<file path="config.mk">
export PLATFORM = sky130hd
export DESIGN_NAME = tar_div_cell
export DESIGN_NICKNAME = d
export VERILOG_FILES = /design/src/design/tar_pkg.sv /design/src/design/tar_div_cell.sv
export SDC_FILE = /design/constraint.sdc
export NUM_CORES = 1
export LEC_CHECK = 0
export ABC_AREA = 1
export BUFFER_PORTS_ARGS = -buffer_cell sky130_fd_sc_hd__buf_2
export CORE_MARGIN = 2
export CORE_UTILIZATION = 40
export CTS_BUF_LIST = sky130_fd_sc_hd__clkbuf_2
export DETAILED_ROUTE_END_ITERATION = 8
export GPL_ROUTABILITY_DRIVEN = 0
export PLACE_DENSITY_LB_ADDON = 0.1
export REMOVE_ABC_BUFFERS = 1
export SYNTH_ARGS = -nofsm -noshare
export SYNTH_HDL_FRONTEND = slang
export SYNTH_SLANG_ARGS = --single-unit
</file>
<file path="constraint.sdc">
create_clock -name i_clk -period 8.6 [get_ports i_clk]
set_clock_uncertainty 0.15 [all_clocks]
set_input_delay 1.72 -clock i_clk [delete_from_list [all_inputs] [get_ports i_clk]]
set_output_delay 1.72 -clock i_clk [all_outputs]
set_load 0.005 [all_outputs]
</file>
<file path="src/design/tar_pkg.sv">
// shared types and constants for the tetrahedron squared aspect ratio core
// no dependencies; used by tar_geom, tar_div_cell and the top level
package tar_pkg;

    // input coordinate and fixed-point output format
    localparam int COORD_BITS = 16;
    localparam int FRAC_BITS  = 16;
    localparam int RATIO_W    = 48;

    // datapath widths, sized for the worst case coordinates
    localparam int DIFF_W  = COORD_BITS + 1;      // coordinate difference
    localparam int PROD_W  = 2 * DIFF_W;          // difference times difference
    localparam int LEN_W   = PROD_W + 1;          // squared edge length
    localparam int NRM_W   = PROD_W + 1;          // normal component, signed
    localparam int ABS_W   = NRM_W - 1;           // normal component magnitude
    localparam int NSQ_W   = 2 * ABS_W;           // normal component squared
    localparam int N2_W    = NSQ_W + 2;           // squared normal length
    localparam int WP_W    = DIFF_W + NRM_W;      // w times n product
    localparam int DP_W    = WP_W + 2;            // triple product, signed
    localparam int ADP_W   = DP_W - 2;            // triple product magnitude
    localparam int DHALF_W = ADP_W / 2;           // split of |dp| for squaring
    localparam int NHALF_W = N2_W / 2;            // split of nmax
    localparam int PL_W    = LEN_W + NHALF_W;     // lmax times one half of nmax
    localparam int PD_W    = 2 * DHALF_W;         // one partial of dp squared
    localparam int NUM_W   = LEN_W + N2_W + FRAC_BITS + 1;
    localparam int DEN_W   = 2 * ADP_W + 2;
    localparam int QUO_W   = RATIO_W;
    localparam int CMP_W   = DEN_W + QUO_W;

    localparam logic [RATIO_W-1:0] RATIO_MAX = '1;

    // one input item
    typedef struct packed {
        logic signed [COORD_BITS-1:0] ax;
        logic signed [COORD_BITS-1:0] ay;
        logic signed [COORD_BITS-1:0] az;
        logic signed [COORD_BITS-1:0] bx;
        logic signed [COORD_BITS-1:0] by;
        logic signed [COORD_BITS-1:0] bz;
        logic signed [COORD_BITS-1:0] cx;
        logic signed [COORD_BITS-1:0] cy;
        logic signed [COORD_BITS-1:0] cz;
        logic signed [COORD_BITS-1:0] dx;
        logic signed [COORD_BITS-1:0] dy;
        logic signed [COORD_BITS-1:0] dz;
    } t_tet_in;

    // one result item
    typedef struct packed {
        logic [RATIO_W-1:0] ratio_sq;
        logic               degenerate;
    } t_tet_out;

    // data handed from one divider cell to the next
    typedef struct packed {
        logic             valid;
        logic             sat;
        logic             deg;
        logic [NUM_W-1:0] rem;
        logic [DEN_W-1:0] den;
        logic [QUO_W-1:0] quo;
    } t_div_stage;

endpackage

</file>
<file path="src/design/tar_div_cell.sv">
// one cell of the restoring divider row: decides one quotient bit
// depends on tar_pkg; chained in the top level
module tar_div_cell #(
    parameter int SHIFT = 0
) (
    input  logic                i_clk,
    input  logic                i_rst_n,
    input  logic                i_en,
    input  tar_pkg::t_div_stage i_stage,
    output tar_pkg::t_div_stage o_stage
);
    import tar_pkg::*;

    t_div_stage       r_stage;
    t_div_stage       n_stage;
    logic [CMP_W-1:0] w_trial;
    logic [CMP_W-1:0] w_diff;
    logic             w_ge;

    // trial subtract of the shifted divisor
    always_comb begin
        w_trial = CMP_W'(i_stage.den) << SHIFT;
        w_ge    = CMP_W'(i_stage.rem) >= w_trial;
        w_diff  = CMP_W'(i_stage.rem) - w_trial;
        n_stage = i_stage;
        if (w_ge) begin
            n_stage.rem = NUM_W'(w_diff);
            n_stage.quo = i_stage.quo | (QUO_W'(1) << SHIFT);
        end
    end

    // hand the item to the next cell
    always_ff @(posedge i_clk) begin
        if (!i_rst_n) begin
            r_stage.valid <= 1'b0;
        end else if (i_en) begin
            r_stage <= n_stage;
        end
    end

    assign o_stage = r_stage;

endmodule

</file>
==> Word level (Yosys, flattened, before mapping) <==
Cells that the tools add are included.
Widths: inputs -> output; s select.
{ "totals": {"regBits": 279, "in_bits": 282, "out_inout_bits": 279, "wordCells": 11} }
{ "op_classes": {"add_sub_neg": 1, "magnitude_cmp": 1, "n_mux": 1, "reduce_logical": 1} }
{ "op_table": {"columns": ["operator", "n"], "rows": [
  ["$ge 122x106->1", 1],
  ["$mux 122", 1],
  ["$sub 122x106->122", 1],
  ["$reduce_and 2->1", 1]
]} }

==> Depth between registers and ports, before layout <==
{ "depth": {"depth_word": 2, "ltp_mapped": 19, "mapped_depth_nobuf": 18} }

==> Worst setup path before layout <==
Ideal clock, no wire load.
{ "synth_timing": {"kind": "in2reg", "start": "input i_rst_n", "end": "register r_stage (netlist bit o_stage[0]) (enable)", "setup_ns": 0.628, "arrival_ns": 7.082, "t_required_ns": 7.822, "path_slack_ns": 0.739, "cell_stages": 2, "n_path_buf": 0, "cell_sequence": "nand2_1 > inv_1"} }
{ "synth_between": {"elab_chain_len": 1} }
{ "synth_rtl": {"columns": ["item", "line", "source"], "rows": [
  ["start, declared", "tar_div_cell.sv:7", "input logic i_rst_n,"],
  ["$reduce_and 2->1 (no line)", null, null],
  ["end signal, assigned", "tar_div_cell.sv:37", "r_stage <= n_stage;"],
  ["end, declared", "tar_div_cell.sv:14", "t_div_stage r_stage;"]
]} }
Every way passes these cells.
A chain may end at the register's enable or synchronous reset.

==> impl_metrics.toml <==
[outcome]
status = "complete, no violations"

[critical_path]
crit_family = "simple AND/OR/NAND/NOR gates"
cp_data_required_time_ns = 9.21
arrival_ns = 5.45
end_kind = "flop"
reg2reg_slack_ns = 7.80
cp-start-kind = "input port"
cpPeakStageDelay_ns = 0.68
path_cells = "buf_2 > inv_1 > ha_1 > inv_1 > fa_1 > nand3_1 > nor2_1 > nand2_1 > nand3_1 > nand2_1 > nand3_2 > nand2_1 > nand2_1 > nand2_1 > nand2_4 > inv_4 > buf_4 > o21ai_0"
path_buf_inv = 5
path_max_fanout = 57
crit_top_cell = "nand2_1"
crit_type = "in2reg"
slowest_stage = "inv_4"

[drt]
drt-vias-per-instance = 4.695
drc_errors = 0
totalWireLength_mm = 86.22
ant_nets = 0
dr.pass1.iters = 6
vias = 23280
wl_per_cell_um = 17.39
first_iter_violations = 2065

[floorplanning]
start_util_pct = 40.23
fp.dieW_um = 241.7
io_pins = 561
die_area_um2 = 58410
fp.dieH_um = 241.7
core.rowCount = 87
core-area_um2 = 56170

[synth]
ys_warn_count = 0
ys_seq_area_share_pct = 37.03
syn_area_um2 = 22600
synth.avg_cell_area_um2 = 6.397
synth_edf_count = 278
yosysTopAreaCell = "edfxtp_1"
synth_cell_type_count = 37
synth.ff_latch_count = 279
synth-main-ff-cell = "edfxtp_1"
synth.area.top_cells = "edfxtp_1 (37%), nand2_1 (25%), inv_1 (15%)"
synthDominantCellAreaShare_pct = 36.95
async_flop_share_pct = 0
synth_cells = 3532

[cts]
cts_max_level = 3
clk_latency_ns = 1.03
cts_setup_buffers = 0
clock_path_buffers = 3
cts_buffers = 76
cts_sinks = 279
root_buffer = "clkbuf_2"
cts_resized = 0
hold_buffers = 0
cts_tree = "yes"
path_clk_slew_ns = 0.08

[cells_and_area]
multi_input_area_um2 = 10680
drive_gt1_share_pct = 17.12
fin_util_pct = 47.85
seqCellArea_um2 = 8368
nNetsFinal = 4539
fill_cells = 6231
area_growth_pct = 18.95
largest_register_ff_count = 279

[timing]
max_freq_mhz = 206.5
timing.final.ws_setup_ns = 3.757
worstMarginPinSlew_ns = 1.176
period_share_pct = 56.31
period_needed_ns = 4.843
hold_viol_final = 0
rsz0062_at_grt = "no"
slew_violations = 0
slew_headroom_pct = 20.97
setup_tns_ns = 0
setup_viol = 0

[grt]
overflow = 0
grt_max_degree = 142
first_global_vias = 21830
grt_pass1_wl_mm = 128.8
grt_usage_pct = 29.05
antenna_found_initial = 3

[pwr]
p_leak_nw = 15.33
ir_worst_vdd_v = 0.00008810
swShare_pct = 36.45
pwr-share-comb_pct = 31.2
seqPwrFrac_pct = 43.9
p_per_area_nw_per_um2 = 141.3
p_int_mw = 2.414
netSwitchingPower_mw = 1.385
power.share.clock_pct = 24.9

[placement]
dpl.hpwl_mm = 72.80
io_buffers = 560
pre_cts_slack_ns = 2.764

[run]
maxCapViolCount = 0

[min_path]
worst_hold_path_type = "reg2reg"
logic make-up after synthesis:
group	synth area share, %
flip-flops	37.03
buffers and inverters	15.71
AND/OR/NAND/NOR	35.26
AO/OA/AOI/OAI	3.599
XOR/XNOR	2.442
adder cells (fa/ha/maj)	5.958
final cells by class:
type,count,share of cell area (%)
multi-input cells,2334,39.73
repair buffers,564,10.63
flip-flops and latches,279,31.13
diodes,4,0.03724
clock buffers,112,2.085
inverters,895,12.54
clock inverters,15,0.3305
well taps,756,3.519
cells in the mapped netlist, types with 2 or more instances:
library cell	instances
o21ai_1	38
o21ai_0	27
and2_1	13
inv_2	5
nand3_1	157
o21bai_1	2
buf_6	12
nor2_1	257
nand4_1	25
clkbuf_1	8
o21ai_2	2
a21oi_2	14
xor2_1	4
edfxtp_1	278
nor2_2	5
inv_1	888
ha_1	106
nor3_1	26
buf_2	3
nor2_4	3
and3_1	4
nand2_1	1518
xnor2_1	59
a21oi_1	65
metrics by stage:
| step | power (mW) | instance area, µm² | cells | hold WS [ns] |
|---|---|---|---|---|
| after floorplan | 2.384 | 22410 | 3508 | 0.3748 |
| after global placement | 2.861 | 26220 | 4828 | 0.3919 |
| after detailed placement | 2.865 | 26220 | 4828 | 0.4000 |
| after CTS | 3.842 | 26870 | 4955 | 0.4159 |
| after global routing | 4.054 | 26870 | 4956 | 0.4624 |
| final | 3.799 | 26880 | 4959 | 0.4196 |
final timing paths:
kind	start	end	cells after the start
max	i_stage[154]	o_stage[157]	18
min	o_stage[278]	o_stage[278]	2
max reg2reg	o_stage[278]	o_stage[278]	2
min reg2reg	o_stage[278]	o_stage[278]	2
cells in the final DEF (no fill, tap or decap), types with 2 or more instances in the layout:
master	n
a21oi_2	14
inv_2	8
and2_1	13
nand2_1	1518
o21bai_1	2
buf_12	2
nor2_4	3
nand3_1	157
and3_1	4
edfxtp_1	278
inv_1	887
clkinv_1	9
o21ai_1	38
nand4_1	25
xnor2_1	59
nor2_1	257
clkinv_2	2
buf_2	560
clkbuf_2	112
xor2_1	4
nor2_2	5
diode_2	4
a21oi_1	65
buf_4	2
o21ai_0	27
o21ai_2	2
ha_1	106
nor3_1	26
worst min-delay path, cell delays in order (launching register included):
cell and delay [ns]:
dfxtp_1 0.32, o21ai_0 0.17, a21oi_1 0.04
layer usage:
layer,vias to the layer above,GRT usage (%),wire (µm)
li1,11820,-,-
met1,10200,39.51,37580
met2,1078,44.55,36470
met3,178,6.404,8416
met4,2,12.29,3736
met5,-,0,12
power groups by stage:
stage | sequential [mW] | clock [mW] | combinational [mW]
after floorplan | 1.73 | 0 | 0.653
after global placement | 1.70 | 0 | 1.16
after detailed placement | 1.70 | 0 | 1.16
after CTS | 1.67 | 1.00 | 1.17
after global routing | 1.68 | 1.06 | 1.31
final | 1.67 | 0.946 | 1.18
Note: power is estimated with default switching activity, not from simulation.
